<file path="config.mk">
export PLATFORM = sky130hd
export DESIGN_NAME = two_locus_dprime
export DESIGN_NICKNAME = d
export VERILOG_FILES = /design/src/hdl/tld_pkg.sv /design/src/hdl/tld_ctrl.sv /design/src/hdl/tld_dpath.sv /design/src/hdl/two_locus_dprime.sv
export VERILOG_INCLUDE_DIRS = /design/src /design/src/hdl
export SDC_FILE = /design/constraint.sdc
export NUM_CORES = 2
export LEC_CHECK = 0
export BUFFER_PORTS_ARGS = -buffer_cell sky130_fd_sc_hd__buf_2
export CORE_ASPECT_RATIO = 0.6
export CORE_UTILIZATION = 40
export CTS_CLUSTER_DIAMETER = 120
export CTS_CLUSTER_SIZE = 16
export DETAILED_ROUTE_END_ITERATION = 7
export GPL_TIMING_DRIVEN = 0
export PLACE_DENSITY = 0.59
export SLEW_MARGIN = 20
export SYNTH_ARGS = -nofsm -noshare
export SYNTH_HDL_FRONTEND = slang
export SYNTH_SLANG_ARGS = --single-unit
</file>
<file path="constraint.sdc">
create_clock -name clk -period 7.1 [get_ports clk]
set_input_delay 1.42 -clock clk [delete_from_list [all_inputs] [get_ports clk]]
set_output_delay 1.42 -clock clk [all_outputs]
set_load 0.01 [all_outputs]
</file>
<file path="src/hdl/assert_macros.svh">
// ---------------------------------------------------------------------------
// Assertion macros
// Concurrent checks clocked on clk, quiet while rst_n is low.
// ---------------------------------------------------------------------------
`ifndef ASSERT_MACROS_SVH
`define ASSERT_MACROS_SVH

`ifndef SYNTHESIS
`define ASSERT_CLK(lbl, prop, msg) \
    lbl: assert property (@(posedge clk) disable iff (!rst_n) prop) else $error(msg);
`define ASSERT_NEVER(lbl, expr, msg) \
    `ASSERT_CLK(lbl, !(expr), msg)
`else
`define ASSERT_CLK(lbl, prop, msg)
`define ASSERT_NEVER(lbl, expr, msg)
`endif

`endif

</file>
<file path="src/hdl/tld_pkg.sv">
`timescale 1ns / 1ps
// ---------------------------------------------------------------------------
// tld_pkg
// Beat types, sequencer codes and control/status bundles for the D' block.
// ---------------------------------------------------------------------------
package tld_pkg;

    localparam int BASE_W     = 3;
    localparam int DPRIME_W   = 17;
    localparam int TOTAL_W    = 17;
    localparam int FRAC_BITS  = 16;
    localparam logic [DPRIME_W-1:0] DPRIME_ONE = 17'h10000;

    typedef struct packed {
        logic [BASE_W-1:0] first_base;
        logic [BASE_W-1:0] second_base;
        logic              last_haplotype;
    } in_t;

    typedef struct packed {
        logic [DPRIME_W-1:0] dprime;
        logic                undefined_flag;
        logic [TOTAL_W-1:0]  haplotype_total;
    } out_t;

    // Multiply sequence, in issue order
    typedef enum logic [2:0] {
        OP_MS1 = 3'd0,  // m * s1
        OP_OBS = 3'd1,  // (m*s1) * s2
        OP_C12 = 3'd2,  // c1 * c2
        OP_EXP = 3'd3,  // (c1*c2) * n
        OP_X   = 3'd4,  // C1 * (c2 or C2)
        OP_Y   = 3'd5,  // c1 * (C2 or c2)
        OP_DEN = 3'd6   // min(x,y) * n
    } mul_op_t;

    typedef enum logic [1:0] {
        RES_UNDEF = 2'd0,
        RES_SAT   = 2'd1,
        RES_QUOT  = 2'd2
    } res_kind_t;

    typedef struct packed {
        logic      count;
        logic      pick;
        logic      mul_load;
        logic      mul_step;
        logic      mul_save;
        mul_op_t   mul_op;
        logic      div_load;
        logic      div_step;
        logic      emit;
        res_kind_t res;
    } cmd_t;

    typedef struct packed {
        logic ok;
        logic step_done;
        logic den_zero;
        logic r_ge_den;
    } status_t;

endpackage

</file>
<file path="src/hdl/tld_ctrl.sv">
`timescale 1ns / 1ps
// ---------------------------------------------------------------------------
// tld_ctrl
// Sequencer: counting, allele pick, multiply chain, divide, result emit.
// ---------------------------------------------------------------------------
module tld_ctrl
(
    input  logic             clk,
    input  logic             rst_n,
    input  logic             start,
    input  logic             last,
    input  tld_pkg::status_t st,
    output tld_pkg::cmd_t    cmd,
    output logic             busy
);

    typedef enum logic [8:0] {
        ST_IDLE  = 9'b000000001,
        ST_PICK  = 9'b000000010,
        ST_MLOAD = 9'b000000100,
        ST_MRUN  = 9'b000001000,
        ST_MSAVE = 9'b000010000,
        ST_DLOAD = 9'b000100000,
        ST_DTEST = 9'b001000000,
        ST_DRUN  = 9'b010000000,
        ST_EMIT  = 9'b100000000
    } state_t;

    state_t              state_reg, state_next;
    tld_pkg::mul_op_t    op_reg, op_next;
    tld_pkg::res_kind_t  res_reg, res_next;

    always_ff @(posedge clk or negedge rst_n)
    begin
        if (!rst_n)
        begin
            state_reg <= ST_IDLE;
            op_reg    <= tld_pkg::OP_MS1;
            res_reg   <= tld_pkg::RES_UNDEF;
        end
        else
        begin
            state_reg <= state_next;
            op_reg    <= op_next;
            res_reg   <= res_next;
        end
    end

    assign busy = (state_reg != ST_IDLE);

    always_comb
    begin
        state_next   = state_reg;
        op_next      = op_reg;
        res_next     = res_reg;
        cmd          = '0;
        cmd.mul_op   = op_reg;
        cmd.res      = res_reg;
        unique case (state_reg)
            ST_IDLE:
            begin
                if (start)
                begin
                    cmd.count = 1'b1;
                    if (last)
                        state_next = ST_PICK;
                end
            end
            ST_PICK:
            begin
                cmd.pick = 1'b1;
                if (st.ok)
                begin
                    op_next    = tld_pkg::OP_MS1;
                    state_next = ST_MLOAD;
                end
                else
                begin
                    res_next   = tld_pkg::RES_UNDEF;
                    state_next = ST_EMIT;
                end
            end
            ST_MLOAD:
            begin
                cmd.mul_load = 1'b1;
                state_next   = ST_MRUN;
            end
            ST_MRUN:
            begin
                cmd.mul_step = 1'b1;
                if (st.step_done)
                    state_next = ST_MSAVE;
            end
            ST_MSAVE:
            begin
                cmd.mul_save = 1'b1;
                unique case (op_reg)
                    tld_pkg::OP_MS1: op_next = tld_pkg::OP_OBS;
                    tld_pkg::OP_OBS: op_next = tld_pkg::OP_C12;
                    tld_pkg::OP_C12: op_next = tld_pkg::OP_EXP;
                    tld_pkg::OP_EXP: op_next = tld_pkg::OP_X;
                    tld_pkg::OP_X:   op_next = tld_pkg::OP_Y;
                    tld_pkg::OP_Y:   op_next = tld_pkg::OP_DEN;
                    default:         op_next = tld_pkg::OP_MS1;
                endcase
                state_next = (op_reg == tld_pkg::OP_DEN) ? ST_DLOAD : ST_MLOAD;
            end
            ST_DLOAD:
            begin
                cmd.div_load = 1'b1;
                state_next   = ST_DTEST;
            end
            ST_DTEST:
            begin
                if (st.den_zero)
                begin
                    res_next   = tld_pkg::RES_UNDEF;
                    state_next = ST_EMIT;
                end
                else if (st.r_ge_den)
                begin
                    res_next   = tld_pkg::RES_SAT;
                    state_next = ST_EMIT;
                end
                else
                    state_next = ST_DRUN;
            end
            ST_DRUN:
            begin
                cmd.div_step = 1'b1;
                if (st.step_done)
                begin
                    res_next   = tld_pkg::RES_QUOT;
                    state_next = ST_EMIT;
                end
            end
            ST_EMIT:
            begin
                cmd.emit   = 1'b1;
                state_next = ST_IDLE;
            end
            default:
                state_next = ST_IDLE;
        endcase
    end

endmodule

</file>
<file path="src/hdl/tld_dpath.sv">
`timescale 1ns / 1ps
// ---------------------------------------------------------------------------
// tld_dpath
// Base/pair counters, allele pick, shift-add multiplier, restoring divider.
// ---------------------------------------------------------------------------
module tld_dpath
#(
    parameter int MAX_HAPLOTYPES = 65536
)
(
    input  logic             clk,
    input  logic             rst_n,
    input  tld_pkg::in_t     item,
    input  tld_pkg::cmd_t    cmd,
    output tld_pkg::status_t st,
    output logic             strobe,
    output tld_pkg::out_t    result
);

    localparam int CW      = $clog2(MAX_HAPLOTYPES + 1);
    localparam int PW      = 3 * CW;
    localparam int STEPS_M = (CW > tld_pkg::FRAC_BITS) ? CW : tld_pkg::FRAC_BITS;
    localparam int SW      = $clog2(STEPS_M);

    logic [3:0][CW-1:0]  cnt1_reg, cnt2_reg;
    logic [15:0][CW-1:0] pair_reg;
    logic [CW-1:0]       seen_reg;

    // operands latched at pick
    logic [CW-1:0] maj1_reg, min1_reg, maj2_reg, min2_reg;
    logic [CW-1:0] m_reg, n_reg, s1_reg, s2_reg;

    logic [PW-1:0]   acc_reg, mcand_reg;
    logic [CW-1:0]   mplier_reg;
    logic [SW-1:0]   step_reg;
    logic [PW-1:0]   obs_reg, exp_reg, den_reg, r_reg;
    logic [2*CW-1:0] x_reg, y_reg;
    logic [tld_pkg::FRAC_BITS-1:0] q_reg;

    logic [2*CW+4:0] pk1, pk2;
    logic            gt;
    logic [2*CW-1:0] mn;
    logic [PW:0]     rs;
    logic [CW+16:0]  n_wide;
    logic            room;

    function automatic logic [2*CW+4:0] pick_two(input logic [3:0][CW-1:0] c);
        logic [1:0]    found;
        logic [1:0]    ia, ib;
        logic [CW-1:0] va, vb;
        found = '0;
        ia    = '0;
        ib    = '0;
        va    = '0;
        vb    = '0;
        for (int k = 0; k < 4; k++)
        begin
            if (c[k] != '0)
            begin
                if (found == 2'd0)
                begin
                    ia = 2'(k);
                    va = c[k];
                end
                else if (found == 2'd1)
                begin
                    ib = 2'(k);
                    vb = c[k];
                end
                if (found != 2'd2)
                    found = found + 2'd1;
            end
        end
        return {found == 2'd2, ia, ib, va, vb};
    endfunction

    assign pk1  = pick_two(cnt1_reg);
    assign pk2  = pick_two(cnt2_reg);
    assign room = (seen_reg < CW'(MAX_HAPLOTYPES));
    assign gt   = (obs_reg > exp_reg);
    assign mn   = (x_reg < y_reg) ? x_reg : y_reg;
    assign rs   = {r_reg, 1'b0};

    assign st.ok        = pk1[2*CW+4] & pk2[2*CW+4];
    assign st.step_done = (step_reg == '0);
    assign st.den_zero  = (den_reg == '0);
    assign st.r_ge_den  = (r_reg >= den_reg);

    // counters
    always_ff @(posedge clk or negedge rst_n)
    begin
        if (!rst_n)
        begin
            cnt1_reg <= '0;
            cnt2_reg <= '0;
            pair_reg <= '0;
            seen_reg <= '0;
        end
        else if (cmd.pick)
        begin
            cnt1_reg <= '0;
            cnt2_reg <= '0;
            pair_reg <= '0;
            seen_reg <= '0;
        end
        else if (cmd.count && room)
        begin
            seen_reg <= seen_reg + CW'(1);
            for (int k = 0; k < 4; k++)
            begin
                if (item.first_base == 3'(k))
                    cnt1_reg[k] <= cnt1_reg[k] + CW'(1);
                if (item.second_base == 3'(k))
                    cnt2_reg[k] <= cnt2_reg[k] + CW'(1);
            end
            for (int j = 0; j < 16; j++)
            begin
                if ({item.first_base, item.second_base} == {3'(j / 4), 3'(j % 4)})
                    pair_reg[j] <= pair_reg[j] + CW'(1);
            end
        end
    end

    // pick, multiply, divide
    always_ff @(posedge clk)
    begin
        if (cmd.pick)
        begin
            maj1_reg <= pk1[2*CW-1:CW];
            min1_reg <= pk1[CW-1:0];
            maj2_reg <= pk2[2*CW-1:CW];
            min2_reg <= pk2[CW-1:0];
            m_reg    <= pair_reg[{pk1[2*CW+1:2*CW], pk2[2*CW+1:2*CW]}];
            n_reg    <= seen_reg;
            s1_reg   <= CW'(pk1[2*CW-1:CW] + pk1[CW-1:0]);
            s2_reg   <= CW'(pk2[2*CW-1:CW] + pk2[CW-1:0]);
        end

        if (cmd.mul_load)
        begin
            acc_reg  <= '0;
            step_reg <= SW'(CW - 1);
            case (cmd.mul_op)
                tld_pkg::OP_MS1: begin mcand_reg <= PW'(m_reg);    mplier_reg <= s1_reg; end
                tld_pkg::OP_OBS: begin mcand_reg <= acc_reg;       mplier_reg <= s2_reg; end
                tld_pkg::OP_C12: begin mcand_reg <= PW'(min1_reg); mplier_reg <= min2_reg; end
                tld_pkg::OP_EXP: begin mcand_reg <= acc_reg;       mplier_reg <= n_reg; end
                tld_pkg::OP_X:
                begin
                    mcand_reg  <= PW'(maj1_reg);
                    mplier_reg <= gt ? min2_reg : maj2_reg;
                end
                tld_pkg::OP_Y:
                begin
                    mcand_reg  <= PW'(min1_reg);
                    mplier_reg <= gt ? maj2_reg : min2_reg;
                end
                tld_pkg::OP_DEN: begin mcand_reg <= PW'(mn);       mplier_reg <= n_reg; end
                default:         begin mcand_reg <= '0;            mplier_reg <= '0; end
            endcase
        end
        else if (cmd.mul_step)
        begin
            if (mplier_reg[0])
                acc_reg <= acc_reg + mcand_reg;
            mcand_reg  <= {mcand_reg[PW-2:0], 1'b0};
            mplier_reg <= mplier_reg >> 1;
            step_reg   <= step_reg - SW'(1);
        end
        else if (cmd.div_load)
            step_reg <= SW'(tld_pkg::FRAC_BITS - 1);
        else if (cmd.div_step)
            step_reg <= step_reg - SW'(1);

        if (cmd.mul_save)
        begin
            case (cmd.mul_op)
                tld_pkg::OP_OBS: obs_reg <= acc_reg;
                tld_pkg::OP_EXP: exp_reg <= acc_reg;
                tld_pkg::OP_X:   x_reg   <= acc_reg[2*CW-1:0];
                tld_pkg::OP_Y:   y_reg   <= acc_reg[2*CW-1:0];
                tld_pkg::OP_DEN: den_reg <= acc_reg;
                default:         ;
            endcase
        end

        if (cmd.div_load)
        begin
            r_reg <= gt ? (obs_reg - exp_reg) : (exp_reg - obs_reg);
            q_reg <= '0;
        end
        else if (cmd.div_step)
        begin
            if (rs >= {1'b0, den_reg})
            begin
                r_reg <= PW'(rs - {1'b0, den_reg});
                q_reg <= {q_reg[tld_pkg::FRAC_BITS-2:0], 1'b1};
            end
            else
            begin
                r_reg <= rs[PW-1:0];
                q_reg <= {q_reg[tld_pkg::FRAC_BITS-2:0], 1'b0};
            end
        end
    end

    // result beat
    assign n_wide = {{17{1'b0}}, n_reg};

    always_ff @(posedge clk or negedge rst_n)
    begin
        if (!rst_n)
            strobe <= 1'b0;
        else
            strobe <= cmd.emit;
    end

    always_ff @(posedge clk)
    begin
        if (cmd.emit)
        begin
            result.haplotype_total <= n_wide[tld_pkg::TOTAL_W-1:0];
            case (cmd.res)
                tld_pkg::RES_SAT:
                begin
                    result.dprime         <= tld_pkg::DPRIME_ONE;
                    result.undefined_flag <= 1'b0;
                end
                tld_pkg::RES_QUOT:
                begin
                    result.dprime         <= {1'b0, q_reg};
                    result.undefined_flag <= 1'b0;
                end
                default:
                begin
                    result.dprime         <= '0;
                    result.undefined_flag <= 1'b1;
                end
            endcase
        end
    end

endmodule

</file>
<file path="src/hdl/two_locus_dprime.sv">
`timescale 1ns / 1ps
// ---------------------------------------------------------------------------
// two_locus_dprime
// Normalized linkage disequilibrium D' between two loci from haplotype beats.
// ---------------------------------------------------------------------------
// One haplotype beat is taken per cycle while busy is low. The beat flagged
// last_haplotype starts the evaluation, during which busy stays high: seven
// CW-step shift-add multiplies, CW = $clog2(MAX_HAPLOTYPES+1), and a 16-step
// restoring divide; undefined or saturated results finish sooner. The result
// is shown for one cycle with strobe and cannot be held off; busy is already
// low in that cycle, and all counters are clear for the next locus pair.
module two_locus_dprime
#(
    parameter int MAX_HAPLOTYPES = 65536
)
(
    input  logic           clk,
    input  logic           rst_n,
    input  logic           start,
    output logic           busy,
    input  tld_pkg::in_t   item,
    output logic           strobe,
    output tld_pkg::out_t  result
);

    tld_pkg::cmd_t    cmd;
    tld_pkg::status_t st;

    tld_ctrl u_ctrl
    (
        .clk   (clk),
        .rst_n (rst_n),
        .start (start),
        .last  (item.last_haplotype),
        .st    (st),
        .cmd   (cmd),
        .busy  (busy)
    );

    tld_dpath
    #(
        .MAX_HAPLOTYPES (MAX_HAPLOTYPES)
    )
    u_dpath
    (
        .clk    (clk),
        .rst_n  (rst_n),
        .item   (item),
        .cmd    (cmd),
        .st     (st),
        .strobe (strobe),
        .result (result)
    );

`include "assert_macros.svh"

    `ASSERT_CLK(a_strobe_single, strobe |=> !strobe, "result strobe longer than one cycle")
    `ASSERT_NEVER(a_strobe_idle, strobe && busy, "result shown while still busy")
    `ASSERT_CLK(a_last_busy, (start && !busy && item.last_haplotype) |=> busy, "last beat did not start evaluation")

endmodule
</file>
==> flow_metrics.env <==
export IMPL_syn_area_per_cell_um2=9.28
export IMPL_cts_buffers=73
export IMPL_placed_area_um2=65400
export IMPL_synth_edf_count=511
export IMPL_reg2reg_from="u_dpath.cnt1_reg[0]"
export IMPL_leakagePower_nw=28.0
export IMPL_wl_met1_um=109000
export IMPL_overflow=0
export IMPL_max_freq_mhz=147
export IMPL_r2r_end="u_dpath.s1_reg[15]"
export IMPL_grtUsageTotal_pct=26.4
export IMPL_synth_cells=6696
export IMPL_fin_crit_ns=6.79
export IMPL_rrSetupSlack_ns=0.31
export IMPL_cp_common_cell="ha_1"
export IMPL_clock_sinks=1023
export IMPL_synth_net_count=7079
export IMPL_die_area_um2=157000
export IMPL_wl_met3_um=28900
export IMPL_ys_flop_type="edfxtp_1"
export IMPL_tightest_slew_ns=1.28
export IMPL_grt_pass1_wl_um=314000
export IMPL_clkPwrFrac_pct=23.5
export IMPL_worstPathBufferInverterCount=5
export IMPL_final_cell_mix="nand2_1 (729), nor2_1 (625), a21oi_1 (608), edfxtp_1 (511), dfrtp_1 (437)"
export IMPL_final_util_pct=44.1
export IMPL_cpPeakStageDelay_ns=0.88
export IMPL_final_common_cell="nand2_1"
export IMPL_worstHoldPathType="flop to flop"
export IMPL_critical_path_cell_count=24
export IMPL_highest_layer="met5"
export IMPL_synth_seq_cells=1023
export IMPL_grt_max_degree=93
export IMPL_startpoint_type="flop"
export IMPL_finalNonFillerCells=8926
export IMPL_initial_utilization_pct=40.5
export IMPL_pwr_density_cell_nw_per_um2=267
export IMPL_routedWlPerCell_um=23.7
export IMPL_ctsRootBufferMaster="clkbuf_16"
export IMPL_detail_route_antenna_nets=0
export IMPL_netSwitchingFraction_pct=42.6
export IMPL_async_flop_share_pct=43.0
export IMPL_synth_area_um2=62100
export IMPL_clock_skew_final_ns=0.0562
export IMPL_worstHoldStart="u_dpath.q_reg[15]"
export IMPL_cpMaxStageDelayCell="o21ai_0"
export IMPL_path_clk_slew_ns=0.08
export IMPL_wl_met2_um=71500
export IMPL_portBuffers=46
export IMPL_cp_max_fo=11
export IMPL_nets=7224
export IMPL_final_cell_area_um2=67700
export IMPL_ff2ff_path_depth=24
export IMPL_ys_types=97
export IMPL_die_h_um=307
export IMPL_hold_path_depth=1
export IMPL_ios=47
export IMPL_clock_path_buffers=3
export IMPL_largest_reg_flops=272
export IMPL_firstDrtPassIters=6
export IMPL_dp_slack_ns=-1.40
export IMPL_crit_type="flop to flop"
export IMPL_drive_gt1_share_pct=4.70
export IMPL_crit_path_cell_trace="inv_1 > ha_1 > nor4b_1 > nand4_1 > or2_2 > clkbuf_1 > clkbuf_2 > ha_1 > mux2_2 > inv_1 > ha_2 > and3b_2 > clkbuf_4 > o21ai_0 > ha_1 > a21oi_1 > nand2b_1 > a21boi_0 > o31a_1 > or4_1 > o311ai_1 > o2111ai_1 > a21oi_2 > xnor2_2"
export IMPL_hold_buffers=0
export IMPL_critPathCaptureType="flop"
export IMPL_dp_cells=8800
export IMPL_rsz0062_at_grt="no"
export IMPL_yosysWarningCount=0
export IMPL_h_tree_depth=3
export IMPL_antenna_found_initial=12
export IMPL_crit_arrival_ns=7.26
export IMPL_drt_total_wl_um=212000
export IMPL_worstHoldEndpoint="u_dpath.q_reg[15]"
export IMPL_slew_headroom_pct=13.7
export IMPL_critPathTopFamily="compound AO/OA/AOI/OAI gates"
export IMPL_slew_violations=0
export IMPL_tns_ns=0
export IMPL_status="complete, no violations"
export IMPL_nFillCells=14800
export IMPL_coreArea_um2=153000
export IMPL_num_rows=111
export IMPL_fin_hold_ws_ns=0.472
export IMPL_drc=0
export IMPL_p_int_mw=10.4
export IMPL_syn_to_final_growth_pct=9.03
export IMPL_final_setup_worst_slack_ns=0.308
export IMPL_clkLatencyLatePin_ns=0.73
export IMPL_avgViaCountPerCell=5.99
export IMPL_irDropWorstVdd_uv=208
export IMPL_grt_pass1_vias=47900
export IMPL_p_switching_mw=7.69
export IMPL_post_route_period_util_pct=95.7
export IMPL_cp_data_required_time_ns=7.56
export IMPL_cap_viol_max_count=0
export IMPL_seq_area_frac_synth_pct=44.7
export IMPL_cts_tree="built"
export IMPL_finalPower_mw=18.1
export IMPL_hold_viol=0
export IMPL_die_x_um=511
export IMPL_gp_congestion=1.08
export IMPL_vias=53400
export IMPL_dp_hpwl_um=167000
export IMPL_p_comb_share_pct=36.4
export IMPL_drt_iter0_drc=7847
export IMPL_seqPwrFrac_pct=40.2
export IMPL_setup_viol=0
==> area by class of cell <==
type / instances / area, um^2 / area share, %
tap: 2034 / 2540 / 3.76
inverter: 322 / 1210 / 1.79
sequential: 1023 / 27800 / 41.0
buffer: 328 / 1360 / 2.01
clock buffer: 115 / 2010 / 2.96
clock inverter: 6 / 123 / 0.181
multi-input combinational: 5016 / 31900 / 47.2
timing repair buffer: 77 / 728 / 1.08
antenna: 5 / 12.5 / 0.0185
==> layer usage <==
layer	up-vias	GRT usage, %
met5	-	0
met4	4	3.17
met3	169	9.13
met2	2732	30.4
met1	26100	45.0
li1	24400	-
==> synthesized netlist by cell type, types with 13 or more instances <==
library cell	instances	area (um^2)
edfxtp_1	511	15300
dfxtp_1	72	1440
a311oi_1	37	324
and2_1	56	350
dfrtp_1	439	11000
o21a_1	24	180
nor2_1	628	2360
o21bai_1	47	353
buf_1	17	63.8
a22oi_1	20	150
and4_1	13	114
ha_1	367	4590
o21ai_0	423	2120
a31oi_1	45	282
mux4_2	17	383
xor2_1	268	2350
nand3_1	270	1350
nor2b_1	31	194
a21oi_1	613	3070
or2_2	22	138
o31ai_1	23	173
nand2b_1	36	225
a32oi_1	20	175
a22o_1	34	298
a21o_1	168	1260
a21boi_0	20	150
nor3_1	59	295
buf_2	26	130
nand4_1	159	995
o211ai_1	25	188
nor4_1	48	300
nand2_1	730	2740
nand3b_1	13	97.6
a211oi_1	86	646
and3_1	100	626
mux2i_1	108	1080
clkbuf_1	283	1060
inv_1	320	1200
o221ai_1	60	526
xnor2_1	164	1440
or3_1	125	782
==> power groups by stage <==
stage | registers [mW] | logic (mW) | clock network, mW
2_1_floorplan | 7.13 | 3.47 | 0
3_3_place_gp | 7.36 | 5.99 | 0
3_5_place_dp | 7.35 | 6.08 | 0
4_1_cts | 7.23 | 6.14 | 4.30
5_1_grt | 7.30 | 6.89 | 4.50
6_report | 7.26 | 6.57 | 4.24
==> timing repair <==
item | CTS | global route
setup buffers | 2 | 5
hold endpoints to repair | 0 | 0
setup endpoints to repair | 25 | 13
cloned | 0 | 0
pin swaps | 0 | 2
gates resized for setup | 28 | 59
==> how the worst max path moves through the flow <==
| stage | from | end | slack [ns] |
|---|---|---|---|
| global placement | rst_n | u_dpath.cnt2_reg[41] | -5.14 |
| floorplan | u_ctrl.state_reg[2] | u_dpath.m_reg[0] | 0.37 |
| detailed placement | u_dpath.cnt1_reg[0] | u_dpath.s1_reg[16] | -1.40 |
| CTS | u_dpath.cnt1_reg[0] | u_dpath.s1_reg[16] | -0.01 |
| finish | u_dpath.cnt1_reg[0] | u_dpath.s1_reg[15] | 0.31 |
| global route | u_dpath.cnt1_reg[0] | u_dpath.s1_reg[15] | 0.007 |
==> kinds of logic after synthesis <==
kind of cell | after synthesis | synth area share, %
buffers and inverters | 657 | 4.09
flip-flops | 1023 | 44.7
AND/OR/NAND/NOR | 2336 | 17.7
XOR/XNOR | 433 | 6.12
AO/OA/AOI/OAI | 1745 | 17.4
multiplexers | 129 | 2.43
adder cells (fa/ha/maj) | 373 | 7.58
Power figures use the tool's default switching activity.
